$ cat src/rtl/cbm_pkg.sv
`default_nettype none

package cbm_pkg;

   localparam int unsigned ADDR_W   = 16;
   localparam int unsigned DATA_W   = 8;
   localparam int unsigned ROM_BK_W = 9;
   localparam int unsigned RAM_BK_W = 4;
   localparam int unsigned MAP_W    = 23;
   localparam int unsigned CSR_IDX_W = 2;

   localparam logic [DATA_W-1:0] RAM_ENABLE_KEY  = 8'h0A;
   localparam logic [DATA_W-1:0] RAM_DISABLE_KEY = 8'h00;
   localparam logic [3:0]        ROM_SIZE_NOWRAP = 4'd8;

   typedef enum logic [CSR_IDX_W-1:0] {
      CSR_CART_TYPE = 2'd0,
      CSR_ROM_SIZE  = 2'd1,
      CSR_RAM_BANKS = 2'd2
   } csr_index_type;

   typedef enum logic [2:0] {
      KIND_NONE = 3'd0,
      KIND_MBC1 = 3'd1,
      KIND_MBC2 = 3'd2,
      KIND_MBC3 = 3'd3,
      KIND_MBC5 = 3'd5
   } kind_type;

   typedef enum logic [2:0] {
      TGT_FIXED_ROM  = 3'd0,
      TGT_BANKED_ROM = 3'd1,
      TGT_CART_RAM   = 3'd2,
      TGT_FALLBACK   = 3'd3,
      TGT_NOT_CART   = 3'd4,
      TGT_REG_WRITE  = 3'd5
   } target_type;

   typedef struct packed {
      logic [7:0] cart_type;
      logic [3:0] rom_size_code;
      logic [4:0] ram_banks;
   } cfg_type;

   typedef struct packed {
      logic [ROM_BK_W-1:0] rom_bank;
      logic [RAM_BK_W-1:0] ram_bank;
      logic                ram_mode;
      logic                ram_enable;
   } bank_state_type;

   typedef struct packed {
      logic              req_type;
      logic [ADDR_W-1:0] address;
      logic [DATA_W-1:0] data;
   } access_type;

   typedef struct packed {
      target_type          target;
      logic [MAP_W-1:0]    mapped_address;
      logic [ROM_BK_W-1:0] current_rom_bank;
      logic [RAM_BK_W-1:0] current_ram_bank;
      logic                cart_ram_on;
   } result_type;

   function automatic kind_type cart_kind(input logic [7:0] cart_type);
      kind_type k;
      unique case (cart_type)
         8'h01, 8'h02, 8'h03: k = KIND_MBC1;
         8'h05, 8'h06:        k = KIND_MBC2;
         8'h10, 8'h13:        k = KIND_MBC3;
         8'h19, 8'h1B, 8'h1C: k = KIND_MBC5;
         default:             k = KIND_NONE;
      endcase
      return k;
   endfunction

   function automatic logic [ROM_BK_W-1:0] wrap_bank(input logic [ROM_BK_W-1:0] b,
                                                     input logic [3:0] code);
      logic [ROM_BK_W:0] m;
      if (code >= ROM_SIZE_NOWRAP) begin
         m = {1'b0, {ROM_BK_W{1'b1}}};
      end else begin
         m = ({{ROM_BK_W{1'b0}}, 1'b1} << (code + 4'd1)) - {{ROM_BK_W{1'b0}}, 1'b1};
      end
      return b & m[ROM_BK_W-1:0];
   endfunction

   function automatic logic ram_mapped(input cfg_type cfg, input bank_state_type st);
      kind_type k;
      k = cart_kind(cfg.cart_type);
      return (cfg.ram_banks != 5'd0) &&
             ((k == KIND_MBC1) || ((k == KIND_MBC5) && st.ram_enable));
   endfunction

endpackage

`default_nettype wire

$ cat src/rtl/cbm_req_if.sv
`default_nettype none

interface cbm_req_if;
   import cbm_pkg::*;

   logic              valid;
   logic              ready;
   logic              req_type;
   logic [ADDR_W-1:0] req_address;
   logic [DATA_W-1:0] req_data;

   modport source (output valid, output req_type, output req_address, output req_data,
                   input ready);
   modport sink   (input valid, input req_type, input req_address, input req_data,
                   output ready);
endinterface

`default_nettype wire

$ cat src/rtl/cbm_rsp_if.sv
`default_nettype none

interface cbm_rsp_if;
   import cbm_pkg::*;

   logic                valid;
   logic                ready;
   logic [2:0]          rsp_target;
   logic [MAP_W-1:0]    rsp_mapped_address;
   logic [ROM_BK_W-1:0] rsp_current_rom_bank;
   logic [RAM_BK_W-1:0] rsp_current_ram_bank;
   logic                rsp_cart_ram_on;

   modport source (output valid, output rsp_target, output rsp_mapped_address,
                   output rsp_current_rom_bank, output rsp_current_ram_bank,
                   output rsp_cart_ram_on, input ready);
   modport sink   (input valid, input rsp_target, input rsp_mapped_address,
                   input rsp_current_rom_bank, input rsp_current_ram_bank,
                   input rsp_cart_ram_on, output ready);
endinterface

`default_nettype wire

$ cat src/rtl/cbm_bank_regs.sv
`default_nettype none

module cbm_bank_regs
   import cbm_pkg::*;
(
   input  wire logic                 clock,
   input  wire logic                 reset,
   input  wire logic                 csr_we,
   input  wire logic [CSR_IDX_W-1:0] csr_index,
   input  wire logic [7:0]           csr_wdata,
   input  wire logic                 commit,
   input  wire access_type           access,
   output      cfg_type              cfg,
   output      bank_state_type       bank_cur,
   output      bank_state_type       bank_nxt
);

   cfg_type        cfg_ff;
   cfg_type        cfg_in;
   bank_state_type bank_ff;
   bank_state_type bank_in;
   bank_state_type upd;
   kind_type       kind;
   logic [15:0]    a;
   logic [7:0]     v;
   logic [8:0]     b;

   always_comb begin
      cfg_in = cfg_ff;
      if (csr_we) begin
         unique case (csr_index)
            CSR_CART_TYPE: cfg_in.cart_type     = csr_wdata;
            CSR_ROM_SIZE:  cfg_in.rom_size_code = csr_wdata[3:0];
            CSR_RAM_BANKS: cfg_in.ram_banks     = csr_wdata[4:0];
            default:       cfg_in = cfg_ff;
         endcase
      end
   end

   always_comb begin
      kind = cart_kind(cfg_ff.cart_type);
      a    = access.address;
      v    = access.data;
      upd  = bank_ff;
      b    = '0;
      unique case (kind)
         KIND_MBC1: begin
            if (a[15:13] == 3'b001) begin
               b = wrap_bank({1'b0, bank_ff.rom_bank[7:5], v[4:0]}, cfg_ff.rom_size_code);
               upd.rom_bank = (b == 9'd0) ? 9'd1 : b;
            end else if (a[15:13] == 3'b010) begin
               if (!bank_ff.ram_mode) begin
                  upd.rom_bank = wrap_bank({1'b0, v[2:0], bank_ff.rom_bank[4:0]},
                                           cfg_ff.rom_size_code);
               end else if ((v < {3'b000, cfg_ff.ram_banks}) && (v < 8'd16)) begin
                  upd.ram_bank = v[3:0];
               end
            end else if (a[15:13] == 3'b011) begin
               upd.ram_mode = v[0];
            end
         end
         KIND_MBC2: begin
            if (a[15:13] == 3'b001) begin
               upd.rom_bank = wrap_bank({5'b00000, v[3:0]}, cfg_ff.rom_size_code);
            end
         end
         KIND_MBC3: begin
            if (a[15:13] == 3'b001) begin
               b = wrap_bank({2'b00, v[6:0]}, cfg_ff.rom_size_code);
               upd.rom_bank = (b == 9'd0) ? 9'd1 : b;
            end
         end
         KIND_MBC5: begin
            if (a[15:13] == 3'b000) begin
               if (v == RAM_ENABLE_KEY) begin
                  upd.ram_enable = 1'b1;
               end else if (v == RAM_DISABLE_KEY) begin
                  upd.ram_enable = 1'b0;
               end
            end else if (a[15:12] == 4'h2) begin
               upd.rom_bank = wrap_bank({bank_ff.rom_bank[8], v}, cfg_ff.rom_size_code);
            end else if (a[15:12] == 4'h3) begin
               upd.rom_bank = wrap_bank({v[0], bank_ff.rom_bank[7:0]}, cfg_ff.rom_size_code);
            end else if (a[15:13] == 3'b010) begin
               if ({1'b0, v[3:0]} < cfg_ff.ram_banks) begin
                  upd.ram_bank = v[3:0];
               end
            end
         end
         default: upd = bank_ff;
      endcase
      if (!access.req_type || a[15]) begin
         upd = bank_ff;
      end
      bank_in = commit ? upd : bank_ff;
   end

   always_ff @(posedge clock) begin
      if (reset) begin
         cfg_ff  <= '0;
         bank_ff <= '{rom_bank: 9'd1, ram_bank: 4'd0, ram_mode: 1'b0, ram_enable: 1'b0};
      end else begin
         cfg_ff  <= cfg_in;
         bank_ff <= bank_in;
      end
   end

   assign cfg      = cfg_ff;
   assign bank_cur = bank_ff;
   assign bank_nxt = upd;

endmodule

`default_nettype wire

$ cat src/rtl/cbm_addr_map.sv
`default_nettype none

module cbm_addr_map
   import cbm_pkg::*;
(
   input  wire access_type     access,
   input  wire cfg_type        cfg,
   input  wire bank_state_type bank,
   output      result_type     result
);

   logic [15:0] a;
   logic        ram_on;

   always_comb begin
      a      = access.address;
      ram_on = ram_mapped(cfg, bank);
      result.current_rom_bank = bank.rom_bank;
      result.current_ram_bank = bank.ram_bank;
      result.cart_ram_on      = ram_on;
      if (!a[15]) begin
         if (access.req_type) begin
            result.target         = TGT_REG_WRITE;
            result.mapped_address = {7'd0, a};
         end else if (!a[14]) begin
            result.target         = TGT_FIXED_ROM;
            result.mapped_address = {7'd0, a};
         end else begin
            result.target         = TGT_BANKED_ROM;
            result.mapped_address = {bank.rom_bank, a[13:0]};
         end
      end else if (a[15:13] == 3'b101) begin
         if (ram_on) begin
            result.target         = TGT_CART_RAM;
            result.mapped_address = {6'd0, bank.ram_bank, a[12:0]};
         end else begin
            result.target         = TGT_FALLBACK;
            result.mapped_address = {10'd0, a[12:0]};
         end
      end else begin
         result.target         = TGT_NOT_CART;
         result.mapped_address = {7'd0, a};
      end
   end

endmodule

`default_nettype wire

$ cat src/rtl/cartridge_bank_mapper_top.sv
// An accepted request is held in the input register; its result, mapped from the
// next bank state, moves into the result register once that register is free.
// Throughput: one request per cycle while results are taken; the two registers
// decouple the channels, so a stalled result does not stop acceptance at once.
// Reset is synchronous and active high: ROM bank 1, RAM bank 0, ROM banking mode,
// cartridge RAM disabled, all configuration registers zero, both channels empty.
`default_nettype none

module cartridge_bank_mapper_top
   import cbm_pkg::*;
(
   input  wire logic                 clock,
   input  wire logic                 reset,
   input  wire logic                 csr_we,
   input  wire logic [CSR_IDX_W-1:0] csr_index,
   input  wire logic [7:0]           csr_wdata,
   cbm_req_if.sink                   req_ch,
   cbm_rsp_if.source                 rsp_ch
);

   logic           s1_valid_ff;
   logic           s1_valid_in;
   access_type     s1_access_ff;
   access_type     s1_access_in;
   logic           rsp_valid_ff;
   logic           rsp_valid_in;
   result_type     rsp_ff;
   result_type     rsp_in;
   logic           s1_go;
   logic           req_take;
   cfg_type        cfg;
   bank_state_type bank_cur;
   bank_state_type bank_nxt;
   result_type     result;

   assign s1_go    = s1_valid_ff && (!rsp_valid_ff || rsp_ch.ready);
   assign req_take = req_ch.valid && req_ch.ready;
   assign req_ch.ready = !s1_valid_ff || s1_go;

   cbm_bank_regs u_bank_regs (
      .clock     (clock),
      .reset     (reset),
      .csr_we    (csr_we),
      .csr_index (csr_index),
      .csr_wdata (csr_wdata),
      .commit    (s1_go),
      .access    (s1_access_ff),
      .cfg       (cfg),
      .bank_cur  (bank_cur),
      .bank_nxt  (bank_nxt)
   );

   cbm_addr_map u_addr_map (
      .access (s1_access_ff),
      .cfg    (cfg),
      .bank   (bank_nxt),
      .result (result)
   );

   always_comb begin
      s1_valid_in  = req_take || (s1_valid_ff && !s1_go);
      s1_access_in = req_take ? access_type'{req_type: req_ch.req_type,
                                             address:  req_ch.req_address,
                                             data:     req_ch.req_data}
                              : s1_access_ff;
      rsp_valid_in = s1_go || (rsp_valid_ff && !rsp_ch.ready);
      rsp_in       = s1_go ? result : rsp_ff;
   end

   always_ff @(posedge clock) begin
      if (reset) begin
         s1_valid_ff  <= 1'b0;
         rsp_valid_ff <= 1'b0;
      end else begin
         s1_valid_ff  <= s1_valid_in;
         rsp_valid_ff <= rsp_valid_in;
      end
   end

   always_ff @(posedge clock) begin
      s1_access_ff <= s1_access_in;
      rsp_ff       <= rsp_in;
   end

   assign rsp_ch.valid                = rsp_valid_ff;
   assign rsp_ch.rsp_target           = rsp_ff.target;
   assign rsp_ch.rsp_mapped_address   = rsp_ff.mapped_address;
   assign rsp_ch.rsp_current_rom_bank = rsp_ff.current_rom_bank;
   assign rsp_ch.rsp_current_ram_bank = rsp_ff.current_ram_bank;
   assign rsp_ch.rsp_cart_ram_on      = rsp_ff.cart_ram_on;

`ifndef ASSERT_OFF
   a_take_fills_stage: assert property (@(posedge clock) disable iff (reset)
      req_take |=> s1_valid_ff)
      else $error("Accepted request did not reach the input register.");

   a_stage_moves_to_rsp: assert property (@(posedge clock) disable iff (reset)
      s1_go |=> rsp_valid_ff && (rsp_ff == $past(result)))
      else $error("Processed request did not reach the result register.");

   a_cart_ram_flag: assert property (@(posedge clock) disable iff (reset)
      rsp_valid_ff && (rsp_ff.target == TGT_CART_RAM) |-> rsp_ff.cart_ram_on)
      else $error("Cartridge RAM target without cartridge RAM mapped.");

   a_reg_write_low: assert property (@(posedge clock) disable iff (reset)
      rsp_valid_ff && (rsp_ff.target == TGT_REG_WRITE) |-> !rsp_ff.mapped_address[15])
      else $error("Register write reported above the ROM area.");

   a_reset_bank: assert property (@(posedge clock)
      reset |=> (bank_cur.rom_bank == 9'd1) && !bank_cur.ram_enable)
      else $error("Bank state not at its reset value after reset.");
`endif

endmodule

`default_nettype wire

$ cat src/flat_wrapper.sv
// flat-port wrapper written by rule: the top's interface ports become plain ports
module cartridge_bank_mapper_top_flat import cbm_pkg::*;
  (clock, reset, csr_we, csr_index, csr_wdata, req_ch_valid, req_ch_req_type, req_ch_req_address, req_ch_req_data, req_ch_ready, rsp_ch_valid, rsp_ch_rsp_target, rsp_ch_rsp_mapped_address, rsp_ch_rsp_current_rom_bank, rsp_ch_rsp_current_ram_bank, rsp_ch_rsp_cart_ram_on, rsp_ch_ready);
  cbm_req_if req_ch_i ();
  cbm_rsp_if rsp_ch_i ();
  input  wire logic clock;
  input  wire logic reset;
  input  wire logic csr_we;
  input  wire logic [CSR_IDX_W-1:0] csr_index;
  input  wire logic [7:0] csr_wdata;
  input wire logic [$bits(req_ch_i.valid)-1:0] req_ch_valid;
  input wire logic [$bits(req_ch_i.req_type)-1:0] req_ch_req_type;
  input wire logic [$bits(req_ch_i.req_address)-1:0] req_ch_req_address;
  input wire logic [$bits(req_ch_i.req_data)-1:0] req_ch_req_data;
  output wire logic [$bits(req_ch_i.ready)-1:0] req_ch_ready;
  output wire logic [$bits(rsp_ch_i.valid)-1:0] rsp_ch_valid;
  output wire logic [$bits(rsp_ch_i.rsp_target)-1:0] rsp_ch_rsp_target;
  output wire logic [$bits(rsp_ch_i.rsp_mapped_address)-1:0] rsp_ch_rsp_mapped_address;
  output wire logic [$bits(rsp_ch_i.rsp_current_rom_bank)-1:0] rsp_ch_rsp_current_rom_bank;
  output wire logic [$bits(rsp_ch_i.rsp_current_ram_bank)-1:0] rsp_ch_rsp_current_ram_bank;
  output wire logic [$bits(rsp_ch_i.rsp_cart_ram_on)-1:0] rsp_ch_rsp_cart_ram_on;
  input wire logic [$bits(rsp_ch_i.ready)-1:0] rsp_ch_ready;
  assign req_ch_i.valid = req_ch_valid;
  assign req_ch_i.req_type = req_ch_req_type;
  assign req_ch_i.req_address = req_ch_req_address;
  assign req_ch_i.req_data = req_ch_req_data;
  assign req_ch_ready = req_ch_i.ready;
  assign rsp_ch_valid = rsp_ch_i.valid;
  assign rsp_ch_rsp_target = rsp_ch_i.rsp_target;
  assign rsp_ch_rsp_mapped_address = rsp_ch_i.rsp_mapped_address;
  assign rsp_ch_rsp_current_rom_bank = rsp_ch_i.rsp_current_rom_bank;
  assign rsp_ch_rsp_current_ram_bank = rsp_ch_i.rsp_current_ram_bank;
  assign rsp_ch_rsp_cart_ram_on = rsp_ch_i.rsp_cart_ram_on;
  assign rsp_ch_i.ready = rsp_ch_ready;
  cartridge_bank_mapper_top u_core (.clock(clock), .reset(reset), .csr_we(csr_we), .csr_index(csr_index), .csr_wdata(csr_wdata), .req_ch(req_ch_i), .rsp_ch(rsp_ch_i));
endmodule
$ cat config.mk
export PLATFORM = sky130hd
export DESIGN_NAME = cartridge_bank_mapper_top_flat
export DESIGN_NICKNAME = d
export VERILOG_FILES = /design/src/rtl/cbm_pkg.sv /design/src/rtl/cbm_req_if.sv /design/src/rtl/cbm_rsp_if.sv /design/src/rtl/cbm_bank_regs.sv /design/src/rtl/cbm_addr_map.sv /design/src/rtl/cartridge_bank_mapper_top.sv /design/src/flat_wrapper.sv
export SDC_FILE = /design/constraint.sdc
export NUM_CORES = 1
export LEC_CHECK = 0
export ABC_AREA = 1
export BUFFER_PORTS_ARGS = -buffer_cell sky130_fd_sc_hd__buf_2
export CORE_ASPECT_RATIO = 1.5
export CORE_UTILIZATION = 55
export DETAILED_ROUTE_END_ITERATION = 6
export PLACE_DENSITY = 0.76
export REMOVE_ABC_BUFFERS = 1
export SLEW_MARGIN = 5
export SYNTH_ARGS = -nofsm -noshare
export SYNTH_HDL_FRONTEND = slang
export SYNTH_HIERARCHICAL = 1
export SYNTH_SLANG_ARGS = --single-unit
export TNS_END_PERCENT = 10
$ cat constraint.sdc
create_clock -name clock -period 4 [get_ports clock]
set_input_delay 0.4 -clock clock [delete_from_list [all_inputs] [get_ports clock]]
set_output_delay 0.4 -clock clock [all_outputs]
set_load 0.005 [all_outputs]
# Word-level counts from Yosys, hierarchy flattened
# Memory sizes are Yosys's and may differ from the RTL's. A register that Yosys moved wholly into a read port is not among the register bits.
# Index checks and enable logic that the tools add are counted.
[totals]
mem_bits_ro = 192
mem_count = 2
ff_bits = 99
[memory_table]
columns = ["name", "depth", "width", "rd", "rd_clocked_by_memory_dff", "wr", "line", "source"]
rows = [
  ["(no name shown)", 32, 3, 1, 1, 0, "cbm_pkg.sv:68", "unique case (cart_type)"],
  ["(no name shown)", 32, 3, 1, 1, 0, "cbm_pkg.sv:68", ""],
]
[op_classes]
n_mux = 54
magnitude_cmp = 4
n_reduce_logical = 29
n_shift = 1
eq_ne = 15
bitwise = 9
n_addsub = 2
[op_table]
columns = ["op", "count"]
rows = [
  ["2-to-1 mux 9 bit", 24],
  ["2-to-1 mux 26 bit", 3],
  ["2-to-1 mux 24 bit", 2],
  ["case mux 9 bit (4 select lines)", 1],
  ["2-to-1 mux 13 bit", 2],
  ["2-to-1 mux 5 bit", 5],
  ["2-to-1 mux 4 bit", 6],
  ["AND 8 x 9 -> 9 bit", 2],
  ["AND 9 bit", 2],
  ["logical NOT 9 bit", 2],
  ["2-to-1 mux 15 bit", 1],
  ["equality test 3 x 2 -> 1 bit, second input constant", 4],
  ["AND 4 x 9 -> 9 bit", 1],
  ["AND 7 x 9 -> 9 bit", 1],
  ["equality test 3 x 1 -> 1 bit, second input constant", 3],
  ["equality test 3 bit, second input constant", 3],
  ["<< shifter 1 x 4 -> 9 bit, first input constant", 1],
  ["subtractor 9 x 1 -> 9 bit, second input constant", 1],
  ["equality test 4 x 2 -> 1 bit, second input constant", 2],
  ["equality test 8 x 4 -> 1 bit, second input constant", 1],
  ["logical NOT 8 bit", 1],
  ["< comparator 8 x 5 -> 1 bit", 1],
  ["< comparator 8 x 5 -> 1 bit, second input constant", 1],
  ["case mux 4 bit (2 select lines)", 1],
  ["other kinds (16)", 43],
]

# Longest topological paths before layout
[depth]
depth_word = 20
ltp_mapped = 17

# By module
# Netlist, hierarchy kept.
[modules_own_cells]
columns = ["module", "seq_area_each_um2", "cells_each", "area_per_inst_um2", "n_inst"]
rows = [
  ["cbm_bank_regs", 700.7, 441, 2763.9, 1],
  ["cartridge_bank_mapper_top", 1991.9, 77, 2043.2, 1],
  ["cbm_addr_map", 0.0, 89, 473.0, 1],
]

# Worst setup path before layout
# OpenSTA, ideal clock, no wires.
[synth_timing]
path_type = "input to register"
from = "input rsp_ch_ready"
to = "register u_core.u_bank_regs.bank_ff, in the netlist u_core/u_bank_regs/bank_cur[10]"
cell_stages = 5
setup_ns = 0.131
arrival_time_ns = 3.209
slack_ns = 0.660
cell_sequence = "inv_2 a21oi_1 clkbuf_1 clkbuf_1 a21oi_1"
[synth_between]
elab_chain_len = 2
[synth_rtl]
columns = ["element", "line", "source"]
rows = [
  ["start, declared", "flat_wrapper.sv:22", "input wire logic [$bits(rsp_ch_i.ready)-1:0] rsp_ch_ready;"],
  ["logical OR 1 bit", "cartridge_bank_mapper_top.sv:36", "assign s1_go = s1_valid_ff && (!rsp_valid_ff || rsp_ch.ready);"],
  ["logical AND 1 bit", "cartridge_bank_mapper_top.sv:36", ""],
  ["named net u_core.s1_go", "cartridge_bank_mapper_top.sv:29", "logic s1_go;"],
  ["end signal, assigned", "cbm_bank_regs.sv:101", "bank_ff <= '{rom_bank: 9'd1, ram_bank: 4'd0, ram_mode: 1'b0, ram_enable: 1'b0};"],
  ["end signal, assigned", "cbm_bank_regs.sv:104", "bank_ff <= bank_in;"],
  ["end, declared", "cbm_bank_regs.sv:20", "bank_state_type bank_ff;"],
]
# The timed path passes the listed nets, and every way through them passes these cells.
# A chain may end at the register's enable or synchronous reset.

==> summary.md <==
| Metric | Value |
|---|---|
| Outcome | completed |
| Final hold vios | 0 |
| Share of cells above drive strength 1 | 23.3% |
| Peak fanout along the critical path | 8 |
| CP arrival | 2.62 ns |
| Placement Rows | 43 |
| Clk pwr share | between 30 and 40% |
| Vias post-DR | approximately 4,300 |
| Synthesized area per cell | roughly 8.7 sq um |
| Resized cells post-CTS | 0 |
| Reg2reg setup slack | between 1.5 and 2 ns |
| Worst hold stages | 1 |
| Worst slack, placed | 1.65 ns |
| Internal Power | 1.74 mW |
| CP startpoint kind | register |
| DR WL/cell | between 15 and 20 um |
| Grt peak-use layer | met2 |
| Hold crit path type | input port to register |
| Vias in the first global route | 4,164 |
| Gate Count Post-Synth | 606 |
| Grt total ovfl | 0 |
| CTS tree | done |
| Antenna cells | 0 |
| Pleak | 2.54 nW |
| Combinational share of power | between 10% and 20% |
| Number of routed nets with antenna violations | 0 |
| Worst vdd ir | 0.434 mV |
| Largest net degree at the start of global routing | 70 |
| Met2 Resource Use GR | 43.8% |
| Max_cap viols | 0 |
| FF/Latch Area | 2690 sq um |
| Detailed Route WL | 11,900 um |
| M3 GR Usage | under 10% |
| Die Area | between 9000 and 10,000 sq um |
| Chip height | 122 um |
| Slew Limit Fails | 0 |
| Post-CTS Setup Bufs | 0 |
| CP Capture Type | register |
| Critical Setup Path Class | register to register |
| Capturing point of the worst reg2reg path | u_core/rsp_ch.rsp_mapped_address[14] |
| Setup ws final | 1.58 ns |
| RSZ-0062 raised after global routing | false |
| Worst Clk Skew | around 0.011 ns |
| Detailed-placement wirelength estimate | between 8000 and 9000 um |
| Period utilization | 60.4% |
| Pwr/cell area | between 400 and 500 nW/um^2 |
| Hold EP | u_core/s1_access_ff[19] |
| Initial Util | a little under three fifths |
| Die width | 82.0 um |
| Num Clock Sinks | just over 100 |
| Clock-pin transition on the worst setup and hold timing paths | 0.07 ns |
| Fmax | 414 MHz |
| Worst reg2reg path startpoint | u_core/u_bank_regs/cfg[5] |
| Root Buffer Master | clkbuf_16 |
| Worst EP required | 4.20 ns |
| Slew headroom | 25.6% |
| Fin cells | 776 |
| First-pass GRT wire length | approximately 19,000 um |
| Port Buffers | 81 |
| CTS Buf Count | 9 |
| Inst Count DP | 760 |
| CTS hold repair buffers | 0 |
| Fin crit period | 2.42 ns |
| Psw | 0.652 mW |
| Drc violations | 0 |
| Avg Vias per Cell | 5.54 |
| Worst skew pair latency | 0.35 ns |
| Max clock buf depth | 2 |
| Ports | 82 |
| All-Layer GR Usage | 25.3% |
| Core Area | a little over 9000 sq um |
| Initial antenna violation count | 0 |
| Yosys warns | 6 |
| TritonRoute pass-1 iters | 4 |
| Fill cell count | 793 |
| Initial drt markers | about 300 |
| Setup violators final | 0 |
| HP Start | req_ch_req_address[11] |
| Path depth of the worst reg2reg path | 15 |
| Reg power frac | 51.3% |
| Final Net Count | roughly 710 |
| Sw frac | 27.2% |
| Post-Syn Area | about 5300 sq um |
| Htree depth | 3 |
| Layout area overhead | 10.8% |
| Worst Tran Pin Value | 1.11 ns |
| GRT met1 Usage | 29.2% |
| Multi-input logic area | 1970 sq um |
| GP Congestion | 1.02 |
==> worst max-delay path, cell delays in order, from the launching register on <==
cell,delay [ns]
dfxtp_1,0.39
nor2_2,0.19
nand3_1,0.09
ha_1,0.30
nand2_1,0.12
nand2_1,0.11
nand2_1,0.06
a21oi_1,0.12
nand2_1,0.08
nor2_1,0.09
nand3_1,0.07
nand3_1,0.10
nand2_1,0.08
a21boi_1,0.23
nor3_1,0.09
a21oi_1,0.13
==> layer usage <==
| metal | wire, um | share of wire (%) |
|---|---|---|
| met5 | 0 | 0 |
| met4 | 388 | 3.2 |
| met2 | 6130 | 51 |
| met3 | 673 | 5.6 |
| met1 | 4740 | 40 |
==> placed cells by master (no fill, tap or decap), types with 3 or more instances in the layout <==
master     count
edfxtp_1      65
o21ai_0       35
inv_1         71
nor2_2        10
nor2_4         4
ha_1           7
nor2_1        52
nand4_1       10
nand3_1       57
dfxtp_1       37
buf_2         81
a21oi_2        3
nand2_2        4
a21oi_1       33
clkbuf_16      9
nor3_1         3
o21ai_1       13
inv_2         18
nand3_2        3
nand2_1      109
==> power by group through the flow <==
| stage | clock [mW] | combinational, mW | sequential, mW |
|---|---|---|---|
| floorplan | 0 | 0.203 | 1.24 |
| global placement | 0 | 0.298 | 1.25 |
| detailed placement | 0 | 0.306 | 1.25 |
| CTS | 0.865 | 0.309 | 1.23 |
| global route | 0.908 | 0.348 | 1.24 |
| finish | 0.856 | 0.311 | 1.23 |
==> state kept, by name, indices dropped and copies added, names as in the netlist, named ones only <==
name / cells
u_core/rsp_ch.rsp_current_ram_bank: 4
u_core/u_bank_regs/bank_cur: 15
u_core/u_bank_regs/cfg: 17
u_core/rsp_ch.rsp_target: 3
u_core/rsp_ch.rsp_mapped_address: 23
u_core/s1_valid_ff: 1
u_core/rsp_ch.valid: 1
u_core/rsp_ch.rsp_cart_ram_on: 1
u_core/rsp_ch.rsp_current_rom_bank: 9
u_core/s1_access_ff: 25
==> metrics by stage <==
| stage | utilization (%) | hold WS, ns | TNS, ns | area [sq um] | power [mW] |
|---|---|---|---|---|---|
| after floorplan | - | 0.400 | -0.473 | 4990 | 1.45 |
| after global placement | 59.7 | 0.403 | 0 | 5560 | 1.55 |
| after detailed placement | 59.7 | 0.405 | 0 | 5560 | 1.56 |
| after CTS | 62.8 | 0.217 | 0 | 5850 | 2.40 |
| after global routing | 62.8 | 0.223 | 0 | 5850 | 2.49 |
| final | 62.8 | 0.220 | 0 | 5850 | 2.39 |
==> area by class of cell <==
type,instances,area share (%)
well taps,112,2.40
inverters,90,5.82
clock inverters,6,0.899
flip-flops and latches,102,46.1
clock buffers,10,4.09
multi-input cells,374,33.7
repair buffers,82,7.06
==> how the worst max path moves through the flow <==
stage	start	end	slack (ns)	depth (start not counted)
2_1_floorplan	rsp_ch_ready	u_core/u_bank_regs/bank_cur[8]	-0.14	4
3_3_place_gp	u_core/s1_access_ff[2]	u_core/rsp_ch.rsp_mapped_address[15]	1.71	14
3_5_place_dp	u_core/u_bank_regs/cfg[5]	u_core/rsp_ch.rsp_mapped_address[14]	1.65	15
4_1_cts	u_core/u_bank_regs/cfg[5]	u_core/rsp_ch.rsp_mapped_address[14]	1.63	15
5_1_grt	u_core/u_bank_regs/cfg[5]	u_core/rsp_ch.rsp_mapped_address[14]	1.33	15
6_report	u_core/u_bank_regs/cfg[5]	u_core/rsp_ch.rsp_mapped_address[14]	1.58	15
Power figures use the tool's default switching activity.
